## config.mk

```make
export PLATFORM = sky130hd
export DESIGN_NAME = descriptor_chain_allocator_core
export DESIGN_NICKNAME = d
export VERILOG_FILES = /design/src/rtl/core/dca_pkg.sv /design/src/rtl/core/dca_ffs.sv /design/src/rtl/core/descriptor_chain_allocator_core.sv
export SDC_FILE = /design/constraint.sdc
export NUM_CORES = 1
export LEC_CHECK = 0
export ABC_AREA = 1
export BUFFER_PORTS_ARGS = -buffer_cell sky130_fd_sc_hd__buf_2
export CAP_MARGIN = 20
export CORE_ASPECT_RATIO = 1.4
export CORE_MARGIN = 1
export CORE_UTILIZATION = 50
export DETAILED_ROUTE_END_ITERATION = 8
export GPL_TIMING_DRIVEN = 0
export PLACE_DENSITY_LB_ADDON = 0.05
export RECOVER_POWER = 25
export SLEW_MARGIN = 20
export SYNTH_ARGS = -nofsm -noshare
export SYNTH_HDL_FRONTEND = slang
export SYNTH_SLANG_ARGS = --single-unit
```

## constraint.sdc

```tcl
create_clock -name clk -period 2.11 [get_ports clk]
set_input_delay 0.3165 -clock clk [delete_from_list [all_inputs] [get_ports clk]]
set_output_delay 0.3165 -clock clk [all_outputs]
set_load 0.005 [all_outputs]
```

## src/rtl/core/dca_pkg.sv

```systemverilog
// ============================================================================
// dca_pkg
// Shared types and codes for the descriptor chain allocator.
// ============================================================================
`default_nettype none

package dca_pkg;

  localparam int unsigned HEAD_W   = 8;
  localparam int unsigned SLOT_W   = 8;
  localparam int unsigned STATUS_W = 2;

  localparam logic OP_ALLOC = 1'b0;
  localparam logic OP_FREE  = 1'b1;

  localparam logic [STATUS_W-1:0] STATUS_OK      = 2'd0;
  localparam logic [STATUS_W-1:0] STATUS_NOSPACE = 2'd1;
  localparam logic [STATUS_W-1:0] STATUS_RANGE   = 2'd2;
  localparam logic [STATUS_W-1:0] STATUS_FREED   = 2'd3;

  typedef enum logic [1:0] {
    ST_IDLE,
    ST_PICK,
    ST_TAIL,
    ST_WALK
  } state_t;

endpackage : dca_pkg

`default_nettype wire

```

## src/rtl/core/dca_ffs.sv

```systemverilog
// ============================================================================
// dca_ffs
// Lowest-set-bit finder over the candidate free mask.
// ============================================================================
`default_nettype none

module dca_ffs #(
  parameter int unsigned WIDTH = 8,
  parameter int unsigned IDX_W = 3
) (
  input  wire logic [WIDTH-1:0] bits,
  output logic                  found,
  output logic [IDX_W-1:0]      idx
);

  // scan from the top so the lowest set bit wins
  always_comb begin
    found = 1'b0;
    idx   = '0;
    for (int i = WIDTH - 1; i >= 0; i--) begin
      if (bits[i]) begin
        found = 1'b1;
        idx   = IDX_W'(i);
      end
    end
  end

endmodule : dca_ffs

`default_nettype wire

```

## src/rtl/core/descriptor_chain_allocator_core.sv

```systemverilog
// ============================================================================
// descriptor_chain_allocator_core
// Descriptor pool with free bitmap and link store: allocates chains of the
// lowest free descriptors and frees chains by walking their links.
// ============================================================================
//
//  channel   signals                          direction  handshake
//  --------  -------------------------------  ---------  -------------------------
//  request   start, busy, opcode, head        in         taken when start && !busy
//  result    done, status, slot0..slot2       out        done high one cycle, no stall
//
//  Sequence: after the request is taken, allocate runs CHAIN_LEN search steps
//  in ST_PICK and then a commit step in ST_TAIL; free visits the chain entries
//  in turn in ST_WALK. The free walk is bound by the link memory: one read per
//  entry, the next address coming straight off the read data. done rises on the
//  edge after the last working cycle; busy drops at that same edge.
//  Reset (rst, synchronous) marks all descriptors free. Link entries need no
//  clearing: every entry is written at allocation before a walk uses it.
//  The receiver cannot stall; done is high for a single cycle, and status and slots hold until the next result.
//
`default_nettype none

module descriptor_chain_allocator_core #(
  parameter int unsigned POOL_SIZE = 8,
  parameter int unsigned CHAIN_LEN = 3
) (
  input  wire logic                            clk,
  input  wire logic                            rst,
  input  wire logic                            start,
  output logic                                 busy,
  input  wire logic                            opcode,
  input  wire logic [dca_pkg::HEAD_W-1:0]      head,
  output logic                                 done,
  output logic [dca_pkg::STATUS_W-1:0]         status,
  output logic [dca_pkg::SLOT_W-1:0]           slot0,
  output logic [dca_pkg::SLOT_W-1:0]           slot1,
  output logic [dca_pkg::SLOT_W-1:0]           slot2
);

  import dca_pkg::*;

  localparam int unsigned IDX_W  = $clog2(POOL_SIZE);
  localparam int unsigned LINK_W = IDX_W + 1;           // {has_next, next}
  localparam int unsigned CNT_W  = (CHAIN_LEN > 1) ? $clog2(CHAIN_LEN) : 1;
  localparam logic [CNT_W-1:0]  K_LAST     = CNT_W'(CHAIN_LEN - 1);
  localparam logic [IDX_W-1:0]  STEP_LAST  = IDX_W'(POOL_SIZE - 1);
  localparam logic [HEAD_W:0]   POOL_LIMIT = (HEAD_W + 1)'(POOL_SIZE);

  // --------------------------------------------------------------------------
  // State
  // --------------------------------------------------------------------------
  state_t                state, state_next;
  logic [POOL_SIZE-1:0]  free_map;      // 1 = free
  logic [POOL_SIZE-1:0]  mask;          // free map minus picks of this request
  logic [CNT_W-1:0]      k;             // pick counter
  logic [IDX_W-1:0]      prev;          // last picked descriptor
  logic [IDX_W-1:0]      picks [CHAIN_LEN];
  logic [HEAD_W-1:0]     cur;           // walk position
  logic [IDX_W-1:0]      steps;         // walk cap counter

  // link store: one write port, one read port, registered read
  logic [LINK_W-1:0]     link_mem [POOL_SIZE];
  logic [LINK_W-1:0]     rd_data;
  logic [IDX_W-1:0]      rd_addr;
  logic                  mem_we;
  logic [IDX_W-1:0]      mem_waddr;
  logic [LINK_W-1:0]     mem_wdata;

  // lowest free search
  logic                  ffs_found;
  logic [IDX_W-1:0]      ffs_idx;

  dca_ffs #(
    .WIDTH (POOL_SIZE),
    .IDX_W (IDX_W)
  ) u_ffs (
    .bits  (mask),
    .found (ffs_found),
    .idx   (ffs_idx)
  );

  // --------------------------------------------------------------------------
  // Walk decode
  // --------------------------------------------------------------------------
  logic             accept;
  logic [IDX_W-1:0] cur_idx;
  logic             range_bad;
  logic             already_free;
  logic             link_more;
  logic [IDX_W-1:0] link_next;
  logic             walk_end;

  assign accept       = start && !busy;
  assign cur_idx      = cur[IDX_W-1:0];
  assign range_bad    = !({1'b0, cur} < POOL_LIMIT);
  assign already_free = free_map[cur_idx];
  assign link_more    = rd_data[IDX_W];
  assign link_next    = rd_data[IDX_W-1:0];
  assign walk_end     = range_bad || already_free || !link_more || (steps == STEP_LAST);

  // --------------------------------------------------------------------------
  // Next state
  // --------------------------------------------------------------------------
  always_comb begin
    state_next = state;
    case (state)
      ST_IDLE: begin
        if (accept) state_next = (opcode == OP_ALLOC) ? ST_PICK : ST_WALK;
      end
      ST_PICK: begin
        if (!ffs_found)       state_next = ST_IDLE;
        else if (k == K_LAST) state_next = ST_TAIL;
      end
      ST_TAIL: state_next = ST_IDLE;
      ST_WALK: begin
        if (walk_end) state_next = ST_IDLE;
      end
      default: state_next = ST_IDLE;
    endcase
  end

  // --------------------------------------------------------------------------
  // Outputs of the controller
  // --------------------------------------------------------------------------
  logic                res_valid;
  logic [STATUS_W-1:0] res_status;
  logic                res_slots;     // show allocated slots
  logic                free_set;      // mark cur free
  logic                pick_take;     // record a pick
  logic                walk_adv;      // step to the next link

  always_comb begin
    busy       = (state != ST_IDLE);
    res_valid  = 1'b0;
    res_status = STATUS_OK;
    res_slots  = 1'b0;
    free_set   = 1'b0;
    pick_take  = 1'b0;
    walk_adv   = 1'b0;
    mem_we     = 1'b0;
    mem_waddr  = prev;
    mem_wdata  = {1'b1, ffs_idx};
    rd_addr    = cur_idx;
    case (state)
      ST_IDLE: begin
        rd_addr = head[IDX_W-1:0];
      end
      ST_PICK: begin
        if (!ffs_found) begin
          res_valid  = 1'b1;
          res_status = STATUS_NOSPACE;
        end else begin
          pick_take = 1'b1;
          // link the previous pick to this one; harmless if the request
          // later runs out of space, since the entry stays free
          mem_we    = (k != '0);
        end
      end
      ST_TAIL: begin
        mem_we     = 1'b1;
        mem_waddr  = prev;
        mem_wdata  = '0;
        res_valid  = 1'b1;
        res_slots  = 1'b1;
      end
      ST_WALK: begin
        if (range_bad) begin
          res_valid  = 1'b1;
          res_status = STATUS_RANGE;
        end else if (already_free) begin
          res_valid  = 1'b1;
          res_status = STATUS_FREED;
        end else begin
          free_set = 1'b1;
          if (walk_end) begin
            res_valid = 1'b1;
          end else begin
            walk_adv = 1'b1;
            rd_addr  = link_next;
          end
        end
      end
      default: ;
    endcase
  end

  // --------------------------------------------------------------------------
  // Link memory
  // --------------------------------------------------------------------------
  always_ff @(posedge clk) begin
    if (mem_we) link_mem[mem_waddr] <= mem_wdata;
    rd_data <= link_mem[rd_addr];
  end

  // --------------------------------------------------------------------------
  // Control and datapath registers
  // --------------------------------------------------------------------------
  always_ff @(posedge clk) begin
    if (rst) begin
      state    <= ST_IDLE;
      free_map <= '1;
      done     <= 1'b0;
    end else begin
      state <= state_next;
      done  <= res_valid;
      if (free_set)               free_map[cur_idx] <= 1'b1;
      if (state == ST_TAIL)       free_map <= mask;
    end
  end

  always_ff @(posedge clk) begin
    if (accept) begin
      mask  <= free_map;
      k     <= '0;
      cur   <= head;
      steps <= '0;
    end
    if (pick_take) begin
      picks[k]      <= ffs_idx;
      prev          <= ffs_idx;
      mask[ffs_idx] <= 1'b0;
      k             <= k + CNT_W'(1);
    end
    if (walk_adv) begin
      cur   <= HEAD_W'(link_next);
      steps <= steps + IDX_W'(1);
    end
    if (res_valid) begin
      status <= res_status;
      if (res_slots) begin
        slot0 <= SLOT_W'(picks[0]);
        if (CHAIN_LEN > 1) slot1 <= SLOT_W'(picks[1]);
        else slot1 <= '0;
        // last pick was registered at the edge into the tail cycle
        if (CHAIN_LEN > 2) slot2 <= SLOT_W'(picks[2]);
        else slot2 <= '0;
      end else begin
        slot0 <= '0;
        slot1 <= '0;
        slot2 <= '0;
      end
    end
  end

  // --------------------------------------------------------------------------
  // Assertions
  // --------------------------------------------------------------------------
  a_done_single : assert property (@(posedge clk) disable iff (rst)
    done |=> !done)
    else $error("result strobe held for two cycles");

  a_nospace_real : assert property (@(posedge clk) disable iff (rst)
    (done && status == STATUS_NOSPACE) |-> ($countones(free_map) < CHAIN_LEN))
    else $error("no-space reported with enough free descriptors");

  a_mask_subset : assert property (@(posedge clk) disable iff (rst)
    (state == ST_PICK || state == ST_TAIL) |-> ((mask & ~free_map) == '0))
    else $error("search mask holds a descriptor that is not free");

  a_done_after_work : assert property (@(posedge clk) disable iff (rst)
    done |-> $past(state) != ST_IDLE)
    else $error("result without a request in progress");

endmodule : descriptor_chain_allocator_core

`default_nettype wire

```

## After elaboration in Yosys (flattened, before gate mapping)

Memories as Yosys holds them, arrays and structs flattened. A register that Yosys moved wholly into a read port is not among the register bits.
Index checks and enable logic that the tools add are counted.

| storage, ports and cells | value |
|---|---|
| register bits | 52 |
| bits in writable memories | 41 |
| input bits | 12 |
| output and inout bits | 28 |
| word-level logic and storage cells | 120 |
| memories | 2 |

| cells by class | value |
|---|---|
| add/sub/neg operators | 2 |
| magnitude comparators | 5 |
| eq/ne operators | 8 |
| muxes and demuxes | 68 |
| bitwise logic cells | 3 |
| reduce and logical (&&, ||, !) cells | 19 |

Memory list:

| name | words | bits a word | read ports | clocked after Yosys merged registers in | write ports | RTL line | source |
|---|---|---|---|---|---|---|---|
| link_mem | 8 | 4 | 1 | 1 | 1 | descriptor_chain_allocator_core.sv:62 | `logic [LINK_W-1:0] link_mem [POOL_SIZE];` |
| picks | 3 | 3 | 3 | 3 | 1 | descriptor_chain_allocator_core.sv:57 | `logic [IDX_W-1:0] picks [CHAIN_LEN];` |

Operators with widths:

| cell | number |
|---|---|
| $mux W3 | 15 |
| $mux W8 | 4 |
| $mux W1 | 31 |
| $mux W2 | 9 |
| $reduce_bool A2 Y1 | 5 |
| $and A8 B8 Y8 | 1 |
| $lt A3 B4 Y1 const B | 2 |
| $lt A8 B4 Y1 const B | 1 |
| $not A8 Y8 | 1 |
| $or A8 B8 Y8 | 1 |
| $pmux W2 S4 | 1 |
| $demux W1 S3 | 2 |
| $eq A2 B2 Y1 const B | 3 |
| $ge A3 B1 Y1 const B | 2 |
| $logic_not A1 Y1 | 6 |
| $pmux W3 S2 | 1 |
| $mux W4 | 1 |
| $ne A2 B2 Y1 const B | 2 |
| $pmux W2 S2 | 1 |
| $add A3 B1 Y3 const B | 1 |
| $bmux W1 S3 | 1 |
| $eq A3 B3 Y1 const B | 1 |
| $logic_and A1 B1 Y1 | 3 |
| $logic_or A1 B1 Y1 | 3 |
| other kinds (7) | 7 |

## Depth between registers and ports, before layout

| depth | value |
|---|---|
| word-level depth | 15 |
| depth in mapped cells | 17 |
| mapped depth without buffers | 15 |

## Hierarchy

Synthesis repeated with hierarchy kept, for this count alone.

| unflattened totals | value |
|---|---|
| cell total of the unflattened synthesis | 482 |
| area total of the unflattened synthesis | 4480.5 µm² |

By module, submodules not included:

| module | times used | cells each | area an instance (µm²) | seq. area each (µm²) |
|---|---|---|---|---|
| descriptor_chain_allocator_core | 1 | 460 | 4381.7 | 2452.4 |
| dca_ffs | 1 | 22 | 98.8 | 0.0 |

## Worst setup path after synthesis

Ideal clock, no wire load.

| timing path | value |
|---|---|
| path type | register to register |
| start | register cur[2] |
| end | register slot0[0] (netlist name), read port of picks, enable pin |
| setup time | 387 ps |
| arrival | 1738 ps |
| data required time | 1723 ps |
| slack | -15 ps |
| stages on the path, launching flop included | 11 |
| path buffers | 1 |
| clock period less this slack | 2125 ps |
| path through | edfxtp_1 buf_6 nor2_4 nand3_1 nand2_1 nor2_1 nand3b_1 nand2_2 nand2_4 inv_1 a31oi_1 |

| on the way | value |
|---|---|
| cells in the longest elaborated chain, start to end | 9 |
| elaborated cells between the ends (all ways) | 11 |
| classes of those cells | order compare: 1; mux: 6; reduce/logical: 4 |

Ends and longest elaborated chain:

| item | RTL line | source |
|---|---|---|
| from (decl) | descriptor_chain_allocator_core.sv:58 | `logic [HEAD_W-1:0] cur;` |
| from (signal assigned) | descriptor_chain_allocator_core.sv:225 | `cur <= HEAD_W'(link_next);` |
| $lt A8 B4 Y1 or $bmux W1 S3 (tied branches) | descriptor_chain_allocator_core.sv:95, descriptor_chain_allocator_core.sv:96 |  |
| $logic_not A1 Y1 or $mux W1 (tied branches) | descriptor_chain_allocator_core.sv:95, descriptor_chain_allocator_core.sv:96 |  |
| $logic_or A1 B1 Y1 (3 in series) | descriptor_chain_allocator_core.sv:99 | `assign walk_end = range_bad \|\| already_free \|\| !link_more \|\| (steps == STEP_LAST);` |
| $mux W1 | descriptor_chain_allocator_core.sv:175 | `if (walk_end) begin` |
| $mux W1 | descriptor_chain_allocator_core.sv:170 | `end else if (already_free) begin` |
| $mux W1 (*) | descriptor_chain_allocator_core.sv:167 | `if (range_bad) begin` |
| $pmux W1 S3 (*) | descriptor_chain_allocator_core.sv:144 | `case (state)` |
| net res_valid | descriptor_chain_allocator_core.sv:125 | `logic res_valid;` |
| to (decl) | descriptor_chain_allocator_core.sv:35 | `output logic [dca_pkg::SLOT_W-1:0] slot0,` |

The timed path passes the listed nets; every way through them passes the cells marked *. The select of a mux whose other input is x is not followed.
A chain may end at the register's enable or synchronous reset.

## Worst setup path in the final report

| timing path | value |
|---|---|
| start | register cur[0] |
| end | register rd_data[1], read port of link_mem |

| on the way | value |
|---|---|
| cells in the longest elaborated chain, start to end | 9 |
| elaborated cells between the ends (all ways) | 11 |
| classes of those cells | order compare: 1; mux: 6; reduce/logical: 4 |

Ends and longest elaborated chain:

| item | RTL line | source |
|---|---|---|
| $lt A8 B4 Y1 or $bmux W1 S3 (tied branches) | descriptor_chain_allocator_core.sv:95, descriptor_chain_allocator_core.sv:96 |  |
| $logic_not A1 Y1 or $mux W1 (tied branches) | descriptor_chain_allocator_core.sv:95, descriptor_chain_allocator_core.sv:96 |  |
| $logic_or A1 B1 Y1 (3 in series) | descriptor_chain_allocator_core.sv:99 |  |
| $mux W3 | descriptor_chain_allocator_core.sv:175 |  |
| $mux W3 | descriptor_chain_allocator_core.sv:170 |  |
| $mux W3 | descriptor_chain_allocator_core.sv:167 |  |
| $pmux W3 S2 (*) | descriptor_chain_allocator_core.sv:144 |  |
| to (decl) | descriptor_chain_allocator_core.sv:63 | `logic [LINK_W-1:0] rd_data;` |

Mark *: on every way between the ends. The rest lies on a longest branch, timed or not. The select of a mux whose other input is x is not followed.

==> results.yml <==
floorplanning:
  core_um2: 8710
  num_rows: 40
  die_y_um: 115
  dieArea_um2: 9500
  initial_core_util_pct: 52.3
  io_pins: 40
  die_x_um: 82.7
finish:
  n_antenna_cell: 0
  area_growth_pct: 21.7
  fill_cells: 742
  drive_gt1_share_pct: 24.9
  nNetsFinal: 583
  final_cell_mix: "nand2_1, inv_1, edfxtp_1"
  layout_commonest_cell: "nand2_1"
  final_util_pct: 63.6
  design_area_um2: 5540
route:
  dr.pass1.iters: 5
  ant_nets: 0
  drc: 0
  vias_per_cell: 5.08
  routed_wl_um: 9970
  wire_per_inst_um: 14.9
  vias: 3407
  drt-initial-drc-count: 212
power:
  power.density_nw_per_um2: 1560
  p_leak_nw: 2.58
  p_seq_share_pct: 33.0
  switching_share_pct: 40.7
  p_clk_share_pct: 17.9
  internal_power_mw: 5.14
  comb_power_share_pct: 49.1
  ir_drop_v: 0.00110
  p_sw_mw: 3.53
yosys:
  synth_edf_count: 63
  seq_area_frac_synth_pct: 53.9
  synth_cell_types: 40
  synthFlopType: "edfxtp_1"
  ys_warn_count: 0
  syn_inst: 494
  syn-cell-area_um2: 4550
  syn_avg_cell_area_um2: 9.22
  ys_async_sr_fraction_pct: 0
  ys_ff_latch: 91
flow_run:
  maxCapViolCount: 0
timing:
  slew_viol_final: 0
  fmax_mhz: 480
  tightest_slew_ns: 0.670
  holdWs_ns: 0.248
  finClkSkew_ns: 0.00521
  setup_viol: 0
  rsz0062_at_grt: "yes"
  fin_crit_sh_pct: 98.7
  hold_violations: 0
  slew_headroom_pct: 55.2
  period_needed_ns: 2.08
global_route:
  grt_pass1_wl_um: 15300
  antenna_found_initial: 0
  grt_max_degree: 18
  first_global_vias: 3188
  grtUsageTotal_pct: 22.3
  overflow: 0
placed_design:
  gp_congestion: 0.831
  placed_cell_area_um2: 4860
  dp_hpwl_um: 7000
  place.port_buffers: 24
worst_setup_path:
  crit_slowest_cell: "edfxtp_1"
  worstPathRequired_ns: 2.33
  critPathTopFamily: "simple AND/OR/NAND/NOR gates"
  cp_num_buf_inv: 3
  path_class: "reg -> reg"
  crit_path_frequent_cell: "nand2_1"
  crit_fanout: 7
  cp_cell_sequence: "buf_12 -> clkinv_8 -> nand2_2 -> nand3_2 -> nand3_2 -> nor2_4 -> nand4_4 -> nand2_2 -> nand2_4 -> nand2_8 -> clkbuf_16 -> nand2_1 -> nand3_1 -> nand2_1 -> nand2_1 -> nand2_1"
  worst_ep_arrival_time_ns: 2.30
  cp-start-kind: "flip-flop"
  worstSetupEndpointType: "flip-flop"
  cpPeakStageDelay_ns: 0.43
clock_tree:
  clockBufferDepth: 2
  clkTransAtPathRegs_ns: 0.06
  cts_made_buffers: 9
  cts_tree: "built"
  cts-htree-levels: 3
  clkSinkCount: 91
  clock_tree.root_cell: "clkbuf_16"
  clk_latency_ns: 0.34
status:
  status: "finished clean"
worst_hold_path:
  hp-class: "in -> reg"
==> power groups by stage <==
stage          Clock [mW]  Sequential, mW  Combinational [mW]
6_report             1.55            2.86                4.26
4_1_cts              1.59            2.84                3.53
5_1_grt              1.67            2.91                4.76
2_1_floorplan           0            2.81                2.57
3_5_place_dp            0            2.87                3.46
3_3_place_gp            0            2.87                3.39
==> layout make-up <==
class / instances / area (µm²) / share of cell area (%)
plain buffers: 27 / 220 / 3.97
repair buffers: 42 / 299 / 5.40
flip-flops and latches: 91 / 2450 / 44.3
inverters: 99 / 387 / 6.98
repair inverters: 1 / 8.76 / 0.158
clock inverters: 5 / 52.6 / 0.948
multi-input cells: 290 / 1760 / 31.7
clock buffers: 11 / 233 / 4.20
well taps: 105 / 131 / 2.37
==> worst reg2reg max path, cell delays in order (launching register included) <==
cell and delay [ns]:
edfxtp_1 0.43, buf_12 0.18, clkinv_8 0.07, nand2_2 0.06, nand3_2 0.09, nand3_2 0.08
nor2_4 0.17, nand4_4 0.13, nand2_2 0.11, nand2_4 0.10, nand2_8 0.12, clkbuf_16 0.15
nand2_1 0.05, nand3_1 0.06, nand2_1 0.07, nand2_1 0.06, nand2_1 0.06
==> what timing repair did <==
| item | 4_1_cts | 5_1_grt |
|---|---|---|
| resized for setup | 13 | 45 |
| setup buffers | 0 | 16 |
| pin swaps | 0 | 12 |
| hold buffers | 0 | 0 |
| setup endpoints to repair | 73 | 71 |
| gates cloned | 0 | 3 |
==> worst paths after layout <==
kind,cells past startpoint,endpoint,startpoint,slack [ns]
worst max-delay path,16,rd_data[1],cur[0],0.03
worst min-delay path,3,state[1],rst,0.25
worst max register to register,16,rd_data[1],cur[0],0.03
worst min register to register,2,slot0[1],picks[0][1],0.51
==> registers in the layout, summed over array words and instances, names as in the netlist <==
| register | count |
|---|---|
| cur | 8 |
| link_mem | 32 |
| rd_data | 4 |
| picks | 9 |
| slot2 | 3 |
| mask | 8 |
| steps | 3 |
| slot1 | 3 |
| free_map | 8 |
| k | 2 |
| status | 2 |
| state | 2 |
| mem_waddr | 3 |
| done | 1 |
| slot0 | 3 |
==> synthesized netlist by cell type (3+ instances only) <==
library cell | count | area share [%]
nand4_2 | 4 | 1.1
nor2_4 | 3 | 0.74
buf_4 | 17 | 2.8
dfxtp_1 | 28 | 12
a21oi_1 | 7 | 0.77
edfxtp_1 | 63 | 42
mux2_2 | 5 | 1.2
nand3_1 | 36 | 4.0
nand3_2 | 3 | 0.66
a21boi_0 | 4 | 0.66
nand2_2 | 11 | 1.5
nand2_1 | 106 | 8.7
nor3_1 | 10 | 1.1
inv_1 | 94 | 7.7
ha_1 | 10 | 2.7
nand2_4 | 3 | 0.74
o21ai_0 | 11 | 1.2
o211ai_1 | 9 | 1.5
nor2_1 | 33 | 2.7
clkbuf_1 | 6 | 0.49
o221ai_1 | 7 | 1.3
==> metrics by stage <==
| step | worst slack [ns] | cells | power, mW | setup TNS (ns) |
|---|---|---|---|---|
| after floorplan | 0.217 | 508 | 5.38 | 0 |
| final | 0.0272 | 671 | 8.67 | 0 |
| after global placement | -0.255 | 637 | 6.25 | -8.80 |
| after CTS | -0.0883 | 652 | 7.96 | -1.88 |
| after global routing | -0.0968 | 671 | 9.34 | -0.679 |
| after detailed placement | -0.301 | 637 | 6.33 | -11.89 |
==> per-layer routing <==
metal	share of wire (%)	track usage, %
met5	0	0
met1	40	25.6
met3	3.3	5.63
met4	2.6	11.4
met2	54	37.6
==> logic make-up (layout without fill, tap and decap cells) <==
family / Yosys count / after routing / synth area share (%)
compound gates: 46 / 46 / 7.06
fa+ha+maj: 10 / 10 / 2.75
buf+inv: 127 / 185 / 12.7
flops: 91 / 91 / 53.9
mux: 5 / 5 / 1.24
other cells: 1 / 15 / 0.0824
simple gates: 214 / 214 / 22.3
Note: power is estimated with default switching activity, not from simulation.
